**config.mk**
```make
export PLATFORM = sky130hd
export DESIGN_NAME = line_sensor_calibrated_normalizer_flat
export DESIGN_NICKNAME = d
export VERILOG_FILES = /design/src/sv/lscn_pkg.sv /design/src/sv/lscn_in_if.sv /design/src/sv/lscn_out_if.sv /design/src/sv/lscn_cfg_if.sv /design/src/sv/line_sensor_calibrated_normalizer.sv /design/src/flat_wrapper.sv
export SDC_FILE = /design/constraint.sdc
export NUM_CORES = 1
export LEC_CHECK = 0
export ABC_CLOCK_PERIOD_IN_PS = 9000
export BUFFER_PORTS_ARGS = -buffer_cell sky130_fd_sc_hd__buf_2
export CORE_ASPECT_RATIO = 0.75
export CORE_MARGIN = 5
export CORE_UTILIZATION = 55
export DETAILED_ROUTE_END_ITERATION = 16
export PLACE_DENSITY_LB_ADDON = 0.15
export REMOVE_ABC_BUFFERS = 1
export SKIP_CTS_REPAIR_TIMING = 1
export SYNTH_ARGS = -nofsm -noshare
export SYNTH_HDL_FRONTEND = slang
export SYNTH_SLANG_ARGS = --single-unit
```
**constraint.sdc**
```tcl
create_clock -name clk -period 9 [get_ports clk]
set_clock_uncertainty 0.2 [all_clocks]
set_input_delay 0.9 -clock clk [delete_from_list [all_inputs] [get_ports clk]]
set_output_delay 0.9 -clock clk [all_outputs]
set_load 0.01 [all_outputs]
```
**src/sv/lscn_pkg.sv**
```systemverilog
`timescale 1ns / 1ps
`default_nettype none
package lscn_pkg;

  // fixed field widths
  localparam int REG_W      = 12;
  localparam int CHAN_W     = 3;
  localparam int REQ_W      = 2;
  localparam int NORM_OUT_W = 10;
  localparam int COUNT_W    = 4;
  localparam int CFG_IDX_W  = 2;

  // request kinds
  localparam logic [REQ_W-1:0] REQ_SCAN  = 2'd0;
  localparam logic [REQ_W-1:0] REQ_WHITE = 2'd1;
  localparam logic [REQ_W-1:0] REQ_BLACK = 2'd2;

  // register indexes
  localparam logic [CFG_IDX_W-1:0] CFG_THRESHOLD = 2'd0;
  localparam logic [CFG_IDX_W-1:0] CFG_MIN_SPAN  = 2'd1;

  localparam logic [REG_W-1:0] MIN_SPAN_RST  = 12'd32;
  localparam logic [REG_W-1:0] THRESHOLD_RST = 12'd0;

  typedef enum logic [2:0] {
    S_IDLE,
    S_EVAL,
    S_MUL,
    S_DIV,
    S_DONE
  } state_t;

endpackage
`default_nettype wire

```
**src/sv/lscn_in_if.sv**
```systemverilog
`timescale 1ns / 1ps
`default_nettype none
interface lscn_in_if #(
  parameter int ADC_BITS = 12
) ();
  import lscn_pkg::*;

  logic                valid;
  logic                ready;
  logic [REQ_W-1:0]    req_type;
  logic [CHAN_W-1:0]   chan;
  logic [ADC_BITS-1:0] sample_a;
  logic [ADC_BITS-1:0] sample_b;
  logic [ADC_BITS-1:0] sample_c;
  logic [ADC_BITS-1:0] sample_d;

  modport source (
    output valid, req_type, chan, sample_a, sample_b, sample_c, sample_d,
    input  ready
  );
  modport sink (
    input  valid, req_type, chan, sample_a, sample_b, sample_c, sample_d,
    output ready
  );
endinterface
`default_nettype wire

```
**src/sv/lscn_out_if.sv**
```systemverilog
`timescale 1ns / 1ps
`default_nettype none
interface lscn_out_if #(
  parameter int ADC_BITS = 12
) ();
  import lscn_pkg::*;

  logic                  valid;
  logic                  ready;
  logic [CHAN_W-1:0]     chan_out;
  logic [ADC_BITS-1:0]   raw_level;
  logic [NORM_OUT_W-1:0] norm_level;
  logic                  norm_valid;
  logic [COUNT_W-1:0]    active_count;

  modport source (
    output valid, chan_out, raw_level, norm_level, norm_valid, active_count,
    input  ready
  );
  modport sink (
    input  valid, chan_out, raw_level, norm_level, norm_valid, active_count,
    output ready
  );
endinterface
`default_nettype wire

```
**src/sv/lscn_cfg_if.sv**
```systemverilog
`timescale 1ns / 1ps
`default_nettype none
interface lscn_cfg_if ();
  import lscn_pkg::*;

  logic                 valid;
  logic                 ready;
  logic [CFG_IDX_W-1:0] index;
  logic [REG_W-1:0]     data;

  modport source (
    output valid, index, data,
    input  ready
  );
  modport sink (
    input  valid, index, data,
    output ready
  );
endinterface
`default_nettype wire

```
**src/sv/line_sensor_calibrated_normalizer.sv**
```systemverilog
`timescale 1ns / 1ps
`default_nettype none
// two-point calibrated normalizer for a multiplexed line-sensor bar
//
// in_ch: one transfer per channel conversion group (request kind, channel,
//   four kept samples). the samples are averaged into the raw level, which
//   is stored per channel and, on a white or black capture, also kept as
//   that channel's reference.
// out_ch: one result per input transfer, in order: channel, raw level,
//   normalized level (0 white .. NORM_MAX black), valid flag, active count.
// cfg_ch: register writes (0 active threshold, 1 min span), always ready;
//   write only while no item is in flight.
// timing: an item is taken only in idle. the normalized value comes out of
//   a bit-serial shift-add multiply by NORM_MAX and a bit-serial restoring
//   divide, each stepping over NW = clog2(NORM_MAX+1) bits; the next item
//   is taken only after the result of the last one is loaded into the output
//   register. items whose result is 0 or clamped skip the serial loops.
// stall: the result sits in an output register; if the receiver holds
//   ready low the finished item waits in the done state and no new item
//   is taken until the output register frees up.
// reset: synchronous, active low; clears references, stored raw levels,
//   capture marks, the registers to their defaults and the output valid.
module line_sensor_calibrated_normalizer #(
  parameter int CHANNELS = 8,
  parameter int ADC_BITS = 12,
  parameter int NORM_MAX = 1000
) (
  input  wire logic   clk,
  input  wire logic   rst_n,
  lscn_in_if.sink     in_ch,
  lscn_out_if.source  out_ch,
  lscn_cfg_if.sink    cfg_ch
);
  import lscn_pkg::*;

  // width of the normalized value and of the serial product
  localparam int NW   = $clog2(NORM_MAX + 1);
  localparam int PW   = ADC_BITS + NW;
  localparam int CNTW = (NW > 1) ? $clog2(NW) : 1;
  localparam int CIW  = (CHANNELS > 1) ? $clog2(CHANNELS) : 1;
  localparam int CMPW = (ADC_BITS > REG_W) ? ADC_BITS : REG_W;
  localparam logic [NW-1:0] NMAX = NW'(NORM_MAX);

  // configuration registers
  logic [REG_W-1:0] threshold_r;
  logic [REG_W-1:0] min_span_r;

  // per-channel state
  logic [ADC_BITS-1:0] raw_store_r [CHANNELS];
  logic [ADC_BITS-1:0] white_ref_r [CHANNELS];
  logic [ADC_BITS-1:0] black_ref_r [CHANNELS];
  logic [CHANNELS-1:0] white_seen_r;
  logic [CHANNELS-1:0] black_seen_r;

  // item context
  state_t              state_r, state_nxt;
  logic [CHAN_W-1:0]   chan_r;
  logic [ADC_BITS-1:0] raw_r;
  logic                in_range_r;
  logic                valid_r;
  logic [COUNT_W-1:0]  count_r;
  logic [ADC_BITS-1:0] dmag_r;
  logic [ADC_BITS-1:0] smag_r;
  logic [NW-1:0]       norm_r;

  // serial datapath: acc holds the product, then {remainder, quotient}
  logic [PW-1:0]   acc_r;
  logic [NW-1:0]   nsh_r;
  logic [CNTW-1:0] cnt_r;

  // output register
  logic                  out_vld_r;
  logic [CHAN_W-1:0]     out_chan_r;
  logic [ADC_BITS-1:0]   out_raw_r;
  logic [NORM_OUT_W-1:0] out_norm_r;
  logic                  out_flag_r;
  logic [COUNT_W-1:0]    out_count_r;

  logic                in_fire;
  logic                in_range;
  logic [CIW-1:0]      in_idx;
  logic [CIW-1:0]      cur_idx;
  logic [ADC_BITS+1:0] sum;
  logic [ADC_BITS-1:0] raw;
  logic                out_free;
  logic                load_out;
  logic                cnt_last;

  logic [REG_W-1:0]      span_lim;
  logic                  both_full;
  logic                  all_ok;
  logic [COUNT_W-1:0]    count_c;
  logic signed [ADC_BITS:0] d_c;
  logic signed [ADC_BITS:0] s_c;
  logic [ADC_BITS-1:0]   dmag_c;
  logic [ADC_BITS-1:0]   smag_c;
  logic                  norm_zero;
  logic                  clamp;
  logic                  go_mul;

  logic [PW-1:0]       acc_mul_nxt;
  logic [ADC_BITS:0]   div_t;
  logic [ADC_BITS:0]   div_diff;
  logic                div_ge;
  logic [ADC_BITS-1:0] div_rem;
  logic [NW:0]         div_low;
  logic [PW-1:0]       acc_div_nxt;

  function automatic logic [ADC_BITS-1:0] mag(input logic signed [ADC_BITS:0] v);
    logic signed [ADC_BITS:0] a;
    a = (v < 0) ? -v : v;
    return a[ADC_BITS-1:0];
  endfunction

  function automatic logic span_ok(input logic [ADC_BITS-1:0] m,
                                   input logic [REG_W-1:0] lim);
    return CMPW'(m) >= CMPW'(lim);
  endfunction

  assign in_fire  = in_ch.valid && in_ch.ready;
  assign in_range = {1'b0, in_ch.chan} < (CHAN_W + 1)'(CHANNELS);
  assign in_idx   = in_ch.chan[CIW-1:0];
  assign cur_idx  = chan_r[CIW-1:0];
  assign sum      = (ADC_BITS + 2)'(in_ch.sample_a) + (ADC_BITS + 2)'(in_ch.sample_b)
                  + (ADC_BITS + 2)'(in_ch.sample_c) + (ADC_BITS + 2)'(in_ch.sample_d);
  assign raw      = sum[ADC_BITS+1:2];
  assign out_free = !out_vld_r || out_ch.ready;
  assign cnt_last = (cnt_r == CNTW'(NW - 1));

  assign in_ch.ready  = (state_r == S_IDLE);
  assign cfg_ch.ready = 1'b1;

  assign out_ch.valid        = out_vld_r;
  assign out_ch.chan_out     = out_chan_r;
  assign out_ch.raw_level    = out_raw_r;
  assign out_ch.norm_level   = out_norm_r;
  assign out_ch.norm_valid   = out_flag_r;
  assign out_ch.active_count = out_count_r;

  // evaluation over the updated state: flags, count, operand magnitudes
  always_comb begin
    span_lim  = (min_span_r == '0) ? REG_W'(1) : min_span_r;
    both_full = (&white_seen_r) && (&black_seen_r);
    all_ok    = 1'b1;
    count_c   = '0;
    for (int i = 0; i < CHANNELS; i++) begin
      if (!span_ok(mag((ADC_BITS + 1)'(black_ref_r[i]) - (ADC_BITS + 1)'(white_ref_r[i])),
                   span_lim)) begin
        all_ok = 1'b0;
      end
      if (CMPW'(raw_store_r[i]) >= CMPW'(threshold_r)) begin
        count_c = count_c + COUNT_W'(1);
      end
    end
    d_c    = (ADC_BITS + 1)'(raw_store_r[cur_idx]) - (ADC_BITS + 1)'(white_ref_r[cur_idx]);
    s_c    = (ADC_BITS + 1)'(black_ref_r[cur_idx]) - (ADC_BITS + 1)'(white_ref_r[cur_idx]);
    dmag_c = mag(d_c);
    smag_c = mag(s_c);
    // negative quotient truncates up to zero, then clamps at zero
    norm_zero = !(both_full && in_range_r && span_ok(smag_c, span_lim))
             || ((d_c < 0) != (s_c < 0) && d_c != '0);
    // |d| >= |s| means the quotient reaches NORM_MAX
    clamp  = dmag_c >= smag_c;
    go_mul = !norm_zero && !clamp;
  end

  // serial multiply step (msb first) and restoring divide step
  always_comb begin
    acc_mul_nxt = {acc_r[PW-2:0], 1'b0} + (nsh_r[NW-1] ? PW'(dmag_r) : PW'(0));
    div_t       = {acc_r[PW-1:NW], acc_r[NW-1]};
    div_diff    = div_t - {1'b0, smag_r};
    div_ge      = div_t >= {1'b0, smag_r};
    div_rem     = div_ge ? div_diff[ADC_BITS-1:0] : div_t[ADC_BITS-1:0];
    div_low     = {acc_r[NW-1:0], div_ge};
    acc_div_nxt = {div_rem, div_low[NW-1:0]};
  end

  always_ff @(posedge clk) begin
    if (!rst_n) begin
      state_r <= S_IDLE;
    end else begin
      state_r <= state_nxt;
    end
  end

  always_comb begin
    state_nxt = state_r;
    load_out  = 1'b0;
    case (state_r)
      S_IDLE: begin
        if (in_fire) state_nxt = S_EVAL;
      end
      S_EVAL: begin
        state_nxt = go_mul ? S_MUL : S_DONE;
      end
      S_MUL: begin
        if (cnt_last) state_nxt = S_DIV;
      end
      S_DIV: begin
        if (cnt_last) state_nxt = S_DONE;
      end
      S_DONE: begin
        if (out_free) begin
          load_out  = 1'b1;
          state_nxt = S_IDLE;
        end
      end
      default: state_nxt = S_IDLE;
    endcase
  end

  // configuration and per-channel state
  always_ff @(posedge clk) begin
    if (!rst_n) begin
      threshold_r  <= THRESHOLD_RST;
      min_span_r   <= MIN_SPAN_RST;
      white_seen_r <= '0;
      black_seen_r <= '0;
      for (int i = 0; i < CHANNELS; i++) begin
        raw_store_r[i] <= '0;
        white_ref_r[i] <= '0;
        black_ref_r[i] <= '0;
      end
    end else begin
      if (cfg_ch.valid) begin
        case (cfg_ch.index)
          CFG_THRESHOLD: threshold_r <= cfg_ch.data;
          CFG_MIN_SPAN:  min_span_r  <= cfg_ch.data;
          default: ;
        endcase
      end
      if (in_fire && in_range) begin
        raw_store_r[in_idx] <= raw;
        case (in_ch.req_type)
          REQ_WHITE: begin
            white_ref_r[in_idx]  <= raw;
            white_seen_r[in_idx] <= 1'b1;
          end
          REQ_BLACK: begin
            black_ref_r[in_idx]  <= raw;
            black_seen_r[in_idx] <= 1'b1;
          end
          default: ;
        endcase
      end
    end
  end

  // item datapath
  always_ff @(posedge clk) begin
    if (!rst_n) begin
      cnt_r <= '0;
    end else begin
      case (state_r)
        S_IDLE: begin
          if (in_fire) begin
            chan_r     <= in_ch.chan;
            raw_r      <= raw;
            in_range_r <= in_range;
          end
          cnt_r <= '0;
        end
        S_EVAL: begin
          valid_r <= both_full && all_ok;
          count_r <= count_c;
          dmag_r  <= dmag_c;
          smag_r  <= smag_c;
          norm_r  <= (!norm_zero && clamp) ? NMAX : '0;
          acc_r   <= '0;
          nsh_r   <= NMAX;
          cnt_r   <= '0;
        end
        S_MUL: begin
          acc_r <= acc_mul_nxt;
          nsh_r <= nsh_r << 1;
          cnt_r <= cnt_last ? '0 : cnt_r + CNTW'(1);
        end
        S_DIV: begin
          acc_r <= acc_div_nxt;
          cnt_r <= cnt_last ? '0 : cnt_r + CNTW'(1);
          if (cnt_last) norm_r <= acc_div_nxt[NW-1:0];
        end
        default: ;
      endcase
    end
  end

  // output register, freed by a transfer on out_ch
  always_ff @(posedge clk) begin
    if (!rst_n) begin
      out_vld_r <= 1'b0;
    end else if (load_out) begin
      out_vld_r <= 1'b1;
    end else if (out_ch.ready) begin
      out_vld_r <= 1'b0;
    end
  end

  always_ff @(posedge clk) begin
    if (load_out) begin
      out_chan_r  <= chan_r;
      out_raw_r   <= raw_r;
      out_norm_r  <= NORM_OUT_W'(norm_r);
      out_flag_r  <= valid_r;
      out_count_r <= count_r;
    end
  end

endmodule
`default_nettype wire

```
**src/flat_wrapper.sv**
```systemverilog
// flat-port wrapper written by rule: the top's interface ports become plain ports
module line_sensor_calibrated_normalizer_flat import lscn_pkg::*;
#(
  parameter int CHANNELS = 8,
  parameter int ADC_BITS = 12,
  parameter int NORM_MAX = 1000
)
  (clk, rst_n, in_ch_valid, in_ch_req_type, in_ch_chan, in_ch_sample_a, in_ch_sample_b, in_ch_sample_c, in_ch_sample_d, in_ch_ready, out_ch_valid, out_ch_chan_out, out_ch_raw_level, out_ch_norm_level, out_ch_norm_valid, out_ch_active_count, out_ch_ready, cfg_ch_valid, cfg_ch_index, cfg_ch_data, cfg_ch_ready);
  lscn_in_if #(.ADC_BITS(ADC_BITS)) in_ch_i ();
  lscn_out_if #(.ADC_BITS(ADC_BITS)) out_ch_i ();
  lscn_cfg_if cfg_ch_i ();
  input  wire logic clk;
  input  wire logic rst_n;
  input wire logic [$bits(in_ch_i.valid)-1:0] in_ch_valid;
  input wire logic [$bits(in_ch_i.req_type)-1:0] in_ch_req_type;
  input wire logic [$bits(in_ch_i.chan)-1:0] in_ch_chan;
  input wire logic [$bits(in_ch_i.sample_a)-1:0] in_ch_sample_a;
  input wire logic [$bits(in_ch_i.sample_b)-1:0] in_ch_sample_b;
  input wire logic [$bits(in_ch_i.sample_c)-1:0] in_ch_sample_c;
  input wire logic [$bits(in_ch_i.sample_d)-1:0] in_ch_sample_d;
  output wire logic [$bits(in_ch_i.ready)-1:0] in_ch_ready;
  output wire logic [$bits(out_ch_i.valid)-1:0] out_ch_valid;
  output wire logic [$bits(out_ch_i.chan_out)-1:0] out_ch_chan_out;
  output wire logic [$bits(out_ch_i.raw_level)-1:0] out_ch_raw_level;
  output wire logic [$bits(out_ch_i.norm_level)-1:0] out_ch_norm_level;
  output wire logic [$bits(out_ch_i.norm_valid)-1:0] out_ch_norm_valid;
  output wire logic [$bits(out_ch_i.active_count)-1:0] out_ch_active_count;
  input wire logic [$bits(out_ch_i.ready)-1:0] out_ch_ready;
  input wire logic [$bits(cfg_ch_i.valid)-1:0] cfg_ch_valid;
  input wire logic [$bits(cfg_ch_i.index)-1:0] cfg_ch_index;
  input wire logic [$bits(cfg_ch_i.data)-1:0] cfg_ch_data;
  output wire logic [$bits(cfg_ch_i.ready)-1:0] cfg_ch_ready;
  assign in_ch_i.valid = in_ch_valid;
  assign in_ch_i.req_type = in_ch_req_type;
  assign in_ch_i.chan = in_ch_chan;
  assign in_ch_i.sample_a = in_ch_sample_a;
  assign in_ch_i.sample_b = in_ch_sample_b;
  assign in_ch_i.sample_c = in_ch_sample_c;
  assign in_ch_i.sample_d = in_ch_sample_d;
  assign in_ch_ready = in_ch_i.ready;
  assign out_ch_valid = out_ch_i.valid;
  assign out_ch_chan_out = out_ch_i.chan_out;
  assign out_ch_raw_level = out_ch_i.raw_level;
  assign out_ch_norm_level = out_ch_i.norm_level;
  assign out_ch_norm_valid = out_ch_i.norm_valid;
  assign out_ch_active_count = out_ch_i.active_count;
  assign out_ch_i.ready = out_ch_ready;
  assign cfg_ch_i.valid = cfg_ch_valid;
  assign cfg_ch_i.index = cfg_ch_index;
  assign cfg_ch_i.data = cfg_ch_data;
  assign cfg_ch_ready = cfg_ch_i.ready;
  line_sensor_calibrated_normalizer #(.CHANNELS(CHANNELS), .ADC_BITS(ADC_BITS), .NORM_MAX(NORM_MAX)) u_core (.clk(clk), .rst_n(rst_n), .in_ch(in_ch_i), .out_ch(out_ch_i), .cfg_ch(cfg_ch_i));
endmodule
```
== After elaboration in Yosys (flattened, before gate mapping) ==
Memories as Yosys holds them, arrays and structs flattened. A register that Yosys moved wholly into a read port is not among the register bits.
Cells that the tools add are included.

* Bits in registers: 164
* Bits in writable memories: 288
* Input port bits: 72
* Output and inout port bits: 33
* Memories kept: 3

* Add/subtract/negate cells: 33
* Magnitude comparators: 31
* Equal/unequal tests: 13
* Muxes and demuxes: 72
* Bitwise operators: 2
* Reduce and logical (&&, ||, !) cells: 40

{| class="wikitable"
|+ Memories
! name !! depth !! bits a word !! rd ports !! clocked after Yosys merged registers in !! write ports !! line !! text
|-
| u_core.black_ref_r || 8 || 12 || 9 || 1 || 8 || line_sensor_calibrated_normalizer.sv:51 || <nowiki>logic [ADC_BITS-1:0] black_ref_r [CHANNELS];</nowiki>
|-
| u_core.raw_store_r || 8 || 12 || 9 || 1 || 8 || line_sensor_calibrated_normalizer.sv:49 || <nowiki>logic [ADC_BITS-1:0] raw_store_r [CHANNELS];</nowiki>
|-
| u_core.white_ref_r || 8 || 12 || 9 || 1 || 8 || line_sensor_calibrated_normalizer.sv:50 || <nowiki>logic [ADC_BITS-1:0] white_ref_r [CHANNELS];</nowiki>
|}

{| class="wikitable"
|+ Operators with widths
! cell !! count
|-
| greater-or-equal comparator 12 bit || 18
|-
| two-way mux 12 bit || 16
|-
| less-than comparator 13 x 1 -> 1 bit (second input constant) || 10
|-
| subtractor 12 x 12 -> 13 bit || 10
|-
| negator 12 bit || 10
|-
| one-hot mux 22 bit (3 select lines) || 1
|-
| one-hot mux 10 bit (2 select lines) || 2
|-
| OR reduction 12 bit || 3
|-
| two-way mux 3 bit || 11
|-
| two-way mux 4 bit || 8
|-
| two-way mux 1 bit || 29
|-
| adder 14 x 12 -> 14 bit || 2
|-
| adder 4 x 1 -> 4 bit (second input constant) || 7
|-
| adder 22 bit || 1
|-
| two-way mux 10 bit || 2
|-
| bitwise OR 8 bit || 2
|-
| AND reduction 8 bit || 2
|-
| one-hot mux 3 bit (5 select lines) || 1
|-
| AND reduction 2 bit || 7
|-
| adder 12 x 12 -> 13 bit || 1
|-
| greater-or-equal comparator 13 x 12 -> 1 bit || 1
|-
| nonzero test 13 bit || 1
|-
| zero test 12 bit || 1
|-
| subtractor 12 bit || 1
|-
| other kinds (24) || 44
|}

== Longest topological paths before layout ==
Gate-level depths: netlist (run 1).
An unclocked memory read counts as a cell.

* Depth in word-level cells: 17
* Depth in mapped cells: 29
* Gate-level depth less buffers: 29

== Worst setup path after synthesis (run 1) ==
OpenSTA, ideal clock, no wires.

* Kind: register to register
* From: register with a tool-made name
* To: register u_core.norm_r[3] (data pin)
* Arrival time: 5.805 ns
* Data required time: 8.545 ns
* Path slack: 2.740 ns
* Cell stages (with the launch flop): 24
* Path buffers: 2
* Period minus slack after synthesis: 6.260 ns
* Cell sequence: dfxtp_1 > clkbuf_1 > buf_1 > mux4_2 > mux2_2 > ha_1 > fa_1 > nand2b_1 > a21oi_1 > o21ba_2 > o2111ai_1 > a31oi_1 > nor2_1 > xnor2_1 > inv_1 > ha_1 > a2111oi_0 > o21ai_0 > o2111ai_1 > nand2_1 > a211oi_1 > o22ai_2 > nand4b_4 > nand2_1

{| class="wikitable"
|+ RTL lines
! element !! line !! text
|-
| to (signal assigned) || line_sensor_calibrated_normalizer.sv:268 || <nowiki>norm_r <= (!norm_zero && clamp) ? NMAX : '0;</nowiki>
|-
| to (signal assigned) || line_sensor_calibrated_normalizer.sv:281 || <nowiki>if (cnt_last) norm_r <= acc_div_nxt[NW-1:0];</nowiki>
|-
| to (decl) || line_sensor_calibrated_normalizer.sv:64 || <nowiki>logic [NW-1:0] norm_r;</nowiki>
|}

==> summary.txt, run 1 <==
Route
  – Wire per inst: 23.6 um
  – Antenna viol nets, final: 0
  – DRC: 0
  – Via count: 25900
  – DR iter-0 viols: 2669
  – WL final: 99200 um
  – DR vias/cell: 6.16
  – 1st-pass router iterations: 5

Cells and area
  – Layout Nets: 3864
  – Sequential cell area: 13100 sq um
  – Layout cell share with drive strength beyond 1: 10.9%
  – Layout area overhead: 8.85%
  – Layout Utilization: 60.7%
  – Final Non-Filler Cells: 4196
  – Area of the multi-input gates: 18400 sq um
  – Filler Cells Inserted: 4967
  – Most frequent cells in the layout: edfxtp_1 (401), ha_1 (398), inv_1 (344)
  – Most common cell after layout, fill and taps aside: edfxtp_1

Worst setup path
  – CP endpoint kind: register
  – CP Class: reg -> reg
  – CP top delay family: compound AO/OA/AOI/OAI gates
  – CP max FO: 51
  – Slowest-stage cell, CP: dfxtp_4
  – Largest incremental delay on the critical path: 1.02 ns
  – Startpoint Class: register
  – Critical path required time: 9.14 ns
  – R2R depth: 21
  – Worst-path cell chain: buf_4 > mux4_2 > mux2_2 > fa_1 > a21oi_1 > o21a_1 > o2bb2ai_1 > o22ai_1 > o22ai_1 > o21ai_0 > ha_1 > a21o_1 > a21o_1 > a21oi_1 > o21ai_0 > o2111ai_1 > nand2_1 > a211oi_1 > o22ai_2 > nand4b_4 > nand2_1
  – Stages on the worst setup path: 21
  – Data arrival time of the critical path: 7.24 ns
  – Reg-to-reg slack, setup: 1.91 ns
  – Buffers & Inverters on Critical Path: 1

Clocking
  – CTS Buf Count: 45
  – Clock Sink Count: 452
  – Clk root buf: clkbuf_16
  – H-Tree Depth: 2
  – Clk slew on worst S/H paths: 0.07 ns
  – Worst-skew pair later-pin latency: 0.63 ns
  – CTS Buffer Depth: 3
  – CTS tree: done

Power and ir drop
  – Clock share of power: 24.7%
  – Pint: 4.70 mW
  – Logic pwr share: 42.3%
  – Leakage Power: 15.1 nW
  – Max IR drop VDD: 0.167 mV
  – P per Cell Area: 216 nW/um^2
  – Sequential Power Share: 33.0%
  – Sw frac: 39.5%
  – P_sw: 3.06 mW

STA
  – Setup_tns: 0 ns
  – Setup repair after global routing missed its margin: no
  – Period utilisation layout: 78.8%
  – Final min period: 7.09 ns
  – Max Freq: 0.141 GHz
  – Hold Vio Cnt, Final: 0
  – Fin. max-slew vios: 0
  – Tightest Pin Transition: 1.15 ns
  – Final setup fails: 0
  – Max transition margin: 23.1%

Yosys
  – Sequential element share of the synthesized area: 39.5%
  – Synth top area share: 36.4%
  – Post-synth EDFFs: 401
  – Synth Instances: 3288
  – Async S/R FF share, synth: 0%
  – Area leader, netlist: edfxtp_1
  – Most used DFF post-synth: edfxtp_1
  – Avg Inst Size Synth: 10.1 sq um
  – Distinct cells, synth: 91
  – Netlist Area Pre-Place: 33100 sq um
  – Synthesis-stage register bit count: 452
  – Synthesis Warnings: 0
  – Most area-consuming cells after synthesis: edfxtp_1 (36%), ha_1 (15%), mux4_2 (4.9%), xnor2_1 (4.2%), inv_1 (3.9%)

Min path
  – Worst hold-check path type: reg -> reg
  – Min-delay src: u_core.raw_r[0]
  – WHS Path Cells: 0

Global route
  – Total global-route track usage: 29.7%
  – Initial antenna violation count: 4
  – First-pass GRT wire length: 149000 um
  – Total grt overflow: 0
  – Vias in the first global route: 25000
  – Largest net degree at the start of global routing: 73

Placement
  – Inst Count DP: 4112
  – Routability Congestion: 0.953
  – Post-DP HPWL: 76300 um
  – Port buffer count: 103

Floorplanning
  – Number of primary I/O pins: 105
  – Die footprint: 65200 sq um
  – Initial Util: 55.8%
  – Core ar.: 59300 sq um
  – Die width: 293 um
  – Std-Cell Rows: 77
  – Die H: 222 um

Flow run
  – MaxCap Viol Count: 0

Run status
  – Status: finished clean
[registers in the layout, summed over array words and instances (netlist names), 7 cells and up, named ones only]
signal / flops
u_core.acc_r: 22
u_core.black_ref_r: 96
u_core.black_seen_r: 8
u_core.dmag_r: 12
u_core.min_span_r: 12
u_core.norm_r: 10
u_core.nsh_r: 7
u_core.out_ch.norm_level: 10
u_core.out_ch.raw_level: 12
u_core.raw_r: 12
u_core.raw_store_r: 96
u_core.smag_r: 12
u_core.threshold_r: 12
u_core.white_ref_r: 96
u_core.white_seen_r: 8
[stage by stage]
stage	total power, mW	hold WS, ns	instance area [sq um]	setup slack (ns)
floorplan	4.74	0.200	32600	0.744
detailed placement	5.82	0.205	34500	1.91
finish	7.76	0.215	36000	1.91
global route	8.16	0.230	36000	1.29
CTS	7.71	0.217	36000	1.83
global placement	5.73	0.205	34500	2.08
[worst reg2reg max path, cell delays in order, from the launching register on]
cell,delay [ns]
dfxtp_4,1.02
buf_4,0.54
mux4_2,0.59
mux2_2,0.33
fa_1,0.46
a21oi_1,0.28
o21a_1,0.22
o2bb2ai_1,0.24
o22ai_1,0.20
o22ai_1,0.52
o21ai_0,0.24
ha_1,0.32
a21o_1,0.16
a21o_1,0.17
a21oi_1,0.18
o21ai_0,0.12
o2111ai_1,0.13
nand2_1,0.09
a211oi_1,0.41
o22ai_2,0.17
nand4b_4,0.17
nand2_1,0.07
[power by group through the flow]
stage	Combinational (mW)	Sequential, mW	Clock [mW]
finish	3.28	2.56	1.91
global placement	3.13	2.60	0
global route	3.59	2.57	2.01
floorplan	2.19	2.55	0
detailed placement	3.22	2.60	0
CTS	3.23	2.56	1.92
[layer usage]
metal / vias up / wire [um] / GRT usage, %
met1: 12500 / 43300 / 44.7
met5: - / 13 / 0
met4: 2 / 2840 / 7.86
li1: 11900 / - / -
met3: 146 / 11700 / 6.65
met2: 1273 / 41300 / 43.5
[final timing paths]
kind                                endpoint
setup reg to reg            u_core.norm_r[5]
hold reg to reg   u_core.out_ch.raw_level[0]
setup / recovery            u_core.norm_r[5]
hold / removal    u_core.out_ch.raw_level[0]
[synthesized netlist by cell type (13+ instances only)]
master      n
a211oi_1   17
a21boi_0   29
a21o_1     77
a21oi_1   176
a31oi_1    17
and2_1     26
clkbuf_1   89
dfxtp_1    51
edfxtp_1  401
fa_1       25
ha_1      398
inv_1     344
mux2_2     30
mux2i_1    20
mux4_2     72
nand2_1   281
nand2b_1   32
nand3_1    34
nand4_1    13
nor2_1    306
nor2b_1    50
nor3_1    150
o21a_1     15
o21ai_0   135
o21bai_1   28
o31ai_1    19
or2_2      15
or3_1      28
xnor2_1   159
xor2_1     68
[area by class of cell]
type                            instances  share of cell area, %
Sequential cell                       452                   36.3
Inverter                              345                   3.60
Clock buffer                           65                   3.59
Tap cell                              790                   2.75
Timing Repair Buffer                  140                   2.20
Multi-Input combinational cell       2385                   51.1
Antenna cell                            1                0.00696
Clock inverter                         18                  0.469
[logic make-up after synthesis]
kind of cell,after synthesis,synth area share [%]
xor gates and xnor gates,230,6.18
other,1,0.0113
AOI/OAI and AO/OA,600,11.7
buffers and inverters,451,5.17
and+or+nand+nor,1007,14.3
DFF,452,39.5
muxes,122,6.53
adders and majority gates,425,16.7
Note: power is estimated with default switching activity, not from simulation.
==> run 2: changes to the inputs <==
--- a/config.mk
+++ b/config.mk
@@ -5,7 +5,7 @@
 export SDC_FILE = /design/constraint.sdc
 export NUM_CORES = 1
 export LEC_CHECK = 0
-export ABC_CLOCK_PERIOD_IN_PS = 9000
+export ABC_CLOCK_PERIOD_IN_PS = 7140
 export BUFFER_PORTS_ARGS = -buffer_cell sky130_fd_sc_hd__buf_2
 export CORE_ASPECT_RATIO = 0.75
 export CORE_MARGIN = 5
==> constraint.sdc (replaced) <==
create_clock -name clk -period 7.14 [get_ports clk]
set_clock_uncertainty 0.2 [all_clocks]
set_input_delay 0.714 -clock clk [delete_from_list [all_inputs] [get_ports clk]]
set_output_delay 0.714 -clock clk [all_outputs]
set_load 0.01 [all_outputs]
==> run 2 against run 1 <==
Against the previous run: clock power increased by 31%; hold slack got worse by 0.032 ns; via count increased by 0.54%; highest routed layer unchanged; combinational power increased by 27%; largest cell class unchanged; first-iteration DRC count increased by 8.9%; die area stayed put.
==> summary.txt, run 2 (synthesis results as in run 1) <==
STA
  – Hold Slack: 0.183 ns
  – Tightest Pin Transition: 1.14 ns
  – Worst setup slack after layout: 0.557 ns
  – Max Freq: 0.152 GHz
  – Final min period: 6.58 ns
  – Hold Vio Cnt, Final: 0
  – Max transition margin: 24.1%
  – Fin. max-slew vios: 0
  – Period utilisation layout: 92.2%
  – Final setup fails: 0
  – Setup_tns: 0 ns
  – Setup repair after global routing missed its margin: no

Worst setup path
  – CP endpoint kind: register
  – CP max FO: 9
  – Reg-to-reg slack, setup: 0.56 ns
  – CP Class: reg -> reg
  – Data arrival time of the critical path: 6.72 ns
  – Startpoint Class: register
  – FF-to-FF End: u_core.count_r[1]
  – Critical path required time: 7.28 ns
  – R2R depth: 24
  – Reg2reg start: u_core.threshold_r[0]

Floorplanning
  – Number of primary I/O pins: 105
  – Initial Util: 55.8%
  – Core ar.: 59300 sq um
  – Die footprint: 65200 sq um
  – Die width: 293 um
  – Std-Cell Rows: 77
  – Die H: 222 um

Power and ir drop
  – Max IR drop VDD: 0.253 mV
  – Leakage Power: 15.2 nW
  – P per Cell Area: 274 nW/um^2

Route
  – WL final: 100000 um
  – DRC: 0
  – Wire per inst: 23.8 um
  – 1st-pass router iterations: 6
  – DR iter-0 viols: 2906
  – Antenna viol nets, final: 0
  – Via count: 26000
  – DR vias/cell: 6.18

Placement
  – Inst Count DP: 4124
  – Pre-CTS WS: 0.644 ns
  – Port buffer count: 103
  – Routability Congestion: 0.960
  – Post-DP HPWL: 78000 um

Global route
  – Total grt overflow: 0
  – First-pass GRT wire length: 151000 um
  – Largest net degree at the start of global routing: 73
  – Vias in the first global route: 25300
  – Initial antenna violation count: 5
  – Total global-route track usage: 30.0%

Min path
  – Worst hold-check path type: in -> reg
  – WHS Path Cells: 3
  – Min-delay src: cfg_ch_data[5]
  – Endpoint, Worst Hold: u_core.min_span_r[5]

Cells and area
  – Layout area overhead: 9.32%
  – Final Non-Filler Cells: 4208
  – Layout cell share with drive strength beyond 1: 11.3%
  – Most common cell after layout, fill and taps aside: edfxtp_1
  – Layout Nets: 3876
  – Largest regs: u_core.black_ref_r x96, u_core.raw_store_r x96, u_core.white_ref_r x96
  – Layout Utilization: 61.0%
  – Most frequent cells in the layout: edfxtp_1 (401), ha_1 (398), inv_1 (344)

Clocking
  – Clock Sink Count: 452
  – Worst-skew pair later-pin latency: 0.60 ns
  – Clk slew on worst S/H paths: 0.07 ns
  – CTS Buf Count: 45
  – Clk root buf: clkbuf_16
  – CTS tree: done
  – CTS Buffer Depth: 3
  – H-Tree Depth: 2

Run status
  – Status: finished clean

Flow run
  – MaxCap Viol Count: 0
-- run 2: area by class of cell --
cell class | instances | area (sq um)
Inverter | 345 | 1290
Clock buffer | 60 | 1220
Sequential cell | 452 | 13100
Timing Repair Buffer | 152 | 896
Clock inverter | 23 | 290
Tap cell | 790 | 988
Fill cell | 4935 | 23100
Multi-Input combinational cell | 2385 | 18400
Antenna cell | 1 | 2.50
-- run 2: how the worst max path moves through the flow --
stage	startpoint	end	slack (ns)	cells past startpoint
3_3_place_gp	u_core.threshold_r[0]	u_core.count_r[1]	0.76	24
2_1_floorplan	register	u_core.norm_r[3]	-1.12	21
3_5_place_dp	u_core.threshold_r[0]	u_core.count_r[1]	0.64	24
6_report	u_core.threshold_r[0]	u_core.count_r[1]	0.56	24
5_1_grt	u_core.threshold_r[0]	u_core.count_r[1]	0.33	24
4_1_cts	u_core.threshold_r[0]	u_core.count_r[1]	0.59	24
-- run 2: critical path: stages (launching register included) --
cell	delay, ns
dfxtp_1	0.56
ha_1	0.30
nand2b_1	0.14
a21o_1	0.17
a21o_1	0.17
a21o_1	0.17
a21o_1	0.18
a21o_1	0.17
a21oi_1	0.16
nor2b_1	0.06
o21ai_0	0.15
o2bb2ai_1	0.15
o21ai_0	0.13
ha_1	0.39
inv_1	0.09
or4b_1	0.52
o2111a_1	0.25
ha_1	0.35
mux2_2	0.29
ha_1	0.30
mux2_2	0.29
ha_1	0.29
mux2_2	0.30
ha_1	0.30
mux2_2	0.27
-- run 2: metrics by stage --
stage / power (mW) / instance area [sq um]
after global placement: 7.21 / 34600
final: 9.89 / 36100
after global routing: 10.4 / 36100
after floorplan: 5.98 / 32600
after detailed placement: 7.35 / 34600
after CTS: 9.84 / 36100
-- run 2: power by group --
group          switching, mW  leakage (nW)  internal, mW  total, mW
combinational           2.63          10.0          1.53       4.16
sequential             0.126          4.41          3.09       3.22
clock                   1.08         0.744          1.43       2.51
total                   3.83          15.2          6.06       9.89
-- run 2: per-layer routing --
layer,part of all wire [%],vias up,track usage [%]
li1,-,11900,-
met1,43,12600,43.4
met2,42,1331,44.6
met3,13,159,9.39
met4,2.4,10,6.79
met5,0.060,-,0
==> run 3: changes to the inputs <==
--- a/config.mk
+++ b/config.mk
@@ -5,6 +5,7 @@
 export SDC_FILE = /design/constraint.sdc
 export NUM_CORES = 1
 export LEC_CHECK = 0
+export ABC_AREA = 1
 export ABC_CLOCK_PERIOD_IN_PS = 7140
 export BUFFER_PORTS_ARGS = -buffer_cell sky130_fd_sc_hd__buf_2
 export CORE_ASPECT_RATIO = 0.75
==> run 3 against run 2 <==
Against the previous run: critical path depth up 4; non-clock buffer count down 1; hold slack worse by 0.041 ns; combinational power up 9.1%; global-route usage up 1.1 points; largest power group unchanged.
==> summary.txt, run 3 <==
Route
  – DR iter-0 viols: 3769
  – DR vias/cell: 5.88
  – 1st-pass router iterations: 8
  – Via count: 29700
  – DRC: 0
  – Antenna viol nets, final: 0
  – WL final: 108000 um
  – Wire per inst: 21.3 um

Floorplanning
  – Die H: 226 um
  – Die footprint: 67300 sq um
  – Initial Util: 55.3%
  – Die width: 298 um
  – Number of primary I/O pins: 105
  – Core ar.: 61800 sq um
  – Std-Cell Rows: 79

Cells and area
  – Area of the multi-input gates: 18300 sq um
  – Post-route cell area: 37000 sq um
  – Layout cell share with drive strength beyond 1: 7.72%
  – Filler Cells Inserted: 5559
  – Final Non-Filler Cells: 5048
  – Layout Utilization: 60.0%
  – Layout area overhead: 8.41%
  – Most frequent cells in the layout: nand2_1 (598), inv_1 (583), nor2_1 (455)
  – Most common cell after layout, fill and taps aside: nand2_1
  – Largest regs: u_core.black_ref_r x96, u_core.raw_store_r x96, u_core.white_ref_r x96
  – Layout Nets: 4695
  – Sequential cell area: 13100 sq um

Power and ir drop
  – Leakage Power: 16.7 nW
  – Overall power: 10.3 mW
  – Max IR drop VDD: 0.222 mV
  – P per Cell Area: 278 nW/um^2

Clocking
  – CTS Buffer Depth: 3
  – Clock Sink Count: 452
  – Clk root buf: clkbuf_16
  – Clk slew on worst S/H paths: 0.06 ns
  – Worst-skew pair later-pin latency: 0.63 ns
  – CTS Buf Count: 47
  – H-Tree Depth: 2
  – CTS tree: done

Worst setup path
  – CP endpoint kind: register
  – Slowest-stage cell, CP: buf_4
  – Data arrival time of the critical path: 6.14 ns
  – CP top delay family: compound AO/OA/AOI/OAI gates
  – Largest incremental delay on the critical path: 0.63 ns
  – Startpoint Class: register
  – CP max FO: 93
  – CP Class: reg -> reg
  – CP most frequent cell: nand2_1
  – Buffers & Inverters on Critical Path: 5
  – Critical path required time: 7.28 ns

Yosys
  – Count leader, synth: nand2_1
  – Async S/R FF share, synth: 0%
  – Sequential element share of the synthesized area: 38.2%
  – Top post-synthesis cells by count: nand2_1 (603), inv_1 (584), nor2_1 (457), edfxtp_1 (401), ha_1 (398)
  – Area leader, netlist: edfxtp_1
  – Most used DFF post-synth: edfxtp_1
  – Avg Inst Size Synth: 8.22 sq um
  – Netlist Area Pre-Place: 34200 sq um
  – Most area-consuming cells after synthesis: edfxtp_1 (35%), ha_1 (15%), nand2_1 (6.6%), inv_1 (6.4%), nor2_1 (5.0%)
  – Synth Instances: 4156
  – Synthesis-stage register bit count: 452
  – Synthesis Warnings: 0
  – Distinct cells, synth: 62
  – Synth top area share: 35.2%
  – Post-synth EDFFs: 401

STA
  – Setup repair after global routing missed its margin: no
  – Max transition margin: 19.6%
  – Setup_tns: 0 ns
  – Max Freq: 0.167 GHz
  – Final min period: 6.00 ns
  – Tightest Pin Transition: 1.20 ns
  – Period utilisation layout: 84.1%
  – Fin. max-slew vios: 0
  – Worst setup slack after layout: 1.14 ns
  – Final setup fails: 0
  – Hold Vio Cnt, Final: 0
  – Hold Slack: 0.142 ns

Global route
  – Total global-route track usage: 31.2%
  – Vias in the first global route: 26800
  – Total grt overflow: 0
  – First-pass GRT wire length: 161000 um
  – Initial antenna violation count: 7
  – Largest net degree at the start of global routing: 94

Placement
  – DP Area: 35500 sq um
  – Inst Count DP: 4961
  – Pre-CTS WS: 1.31 ns
  – Routability Congestion: 1.01
  – Post-DP HPWL: 79200 um
  – Port buffer count: 103

Run status
  – Status: finished clean

Min path
  – Worst hold-check path type: in -> reg

Flow run
  – MaxCap Viol Count: 0
==> run 3: metal layers <==
layer | wire [um] | GRT usage, % | vias to the layer above
met5 | 13 | 0 | -
met4 | 3290 | 8.91 | 2
li1 | - | - | 14100
met2 | 41800 | 42.7 | 1589
met3 | 14000 | 8.33 | 183
met1 | 48400 | 48.1 | 13800
==> run 3: cells by family (layout without fill, tap and decap cells) <==
group / after synthesis / count (layout) / share of synthesized area [%]
and+or+nand+nor: 1517 / 1517 / 19.0
AOI/OAI and AO/OA: 805 / 805 / 13.0
buffers and inverters: 754 / 835 / 8.44
DFF: 452 / 452 / 38.2
adders and majority gates: 423 / 423 / 16.0
xor gates and xnor gates: 203 / 203 / 5.27
other: 1 / 2 / 0.0110
muxes: 1 / 1 / 0.0293
==> run 3: final timing paths <==
check / start / depth (start not counted) / slack, ns / to
max: register / 28 / 1.14 / u_core.norm_r[3]
min: cfg_ch_data[0] / 3 / 0.14 / u_core.min_span_r[0]
max reg2reg: register / 28 / 1.14 / u_core.norm_r[3]
min reg2reg: u_core.norm_r[4] / 0 / 0.20 / u_core.out_ch.norm_level[4]
==> run 3: worst register-to-register path, delay by kind of cell (launching register included) <==
family | cells | cell delay, ns
flops | 1 | 0.48
fa+ha+maj | 3 | 0.73
buf+inv | 5 | 1.08
simple gates | 10 | 0.93
compound gates | 10 | 2.34
==> run 3: cell type report <==
class / instances / area share (%)
multi-input cells: 2950 / 49.3
flip-flops and latches: 452 / 35.3
inverters: 598 / 6.07
clock buffers: 60 / 3.62
well taps: 810 / 2.74
repair buffers: 151 / 2.36
clock inverters: 26 / 0.648
diodes: 1 / 0.00675
==> run 3: where the power goes <==
group | internal, mW | total, mW | switching (mW)
Combinational | 1.38 | 4.54 | 3.16
Clock | 1.42 | 2.56 | 1.14
Sequential | 3.09 | 3.19 | 0.0941
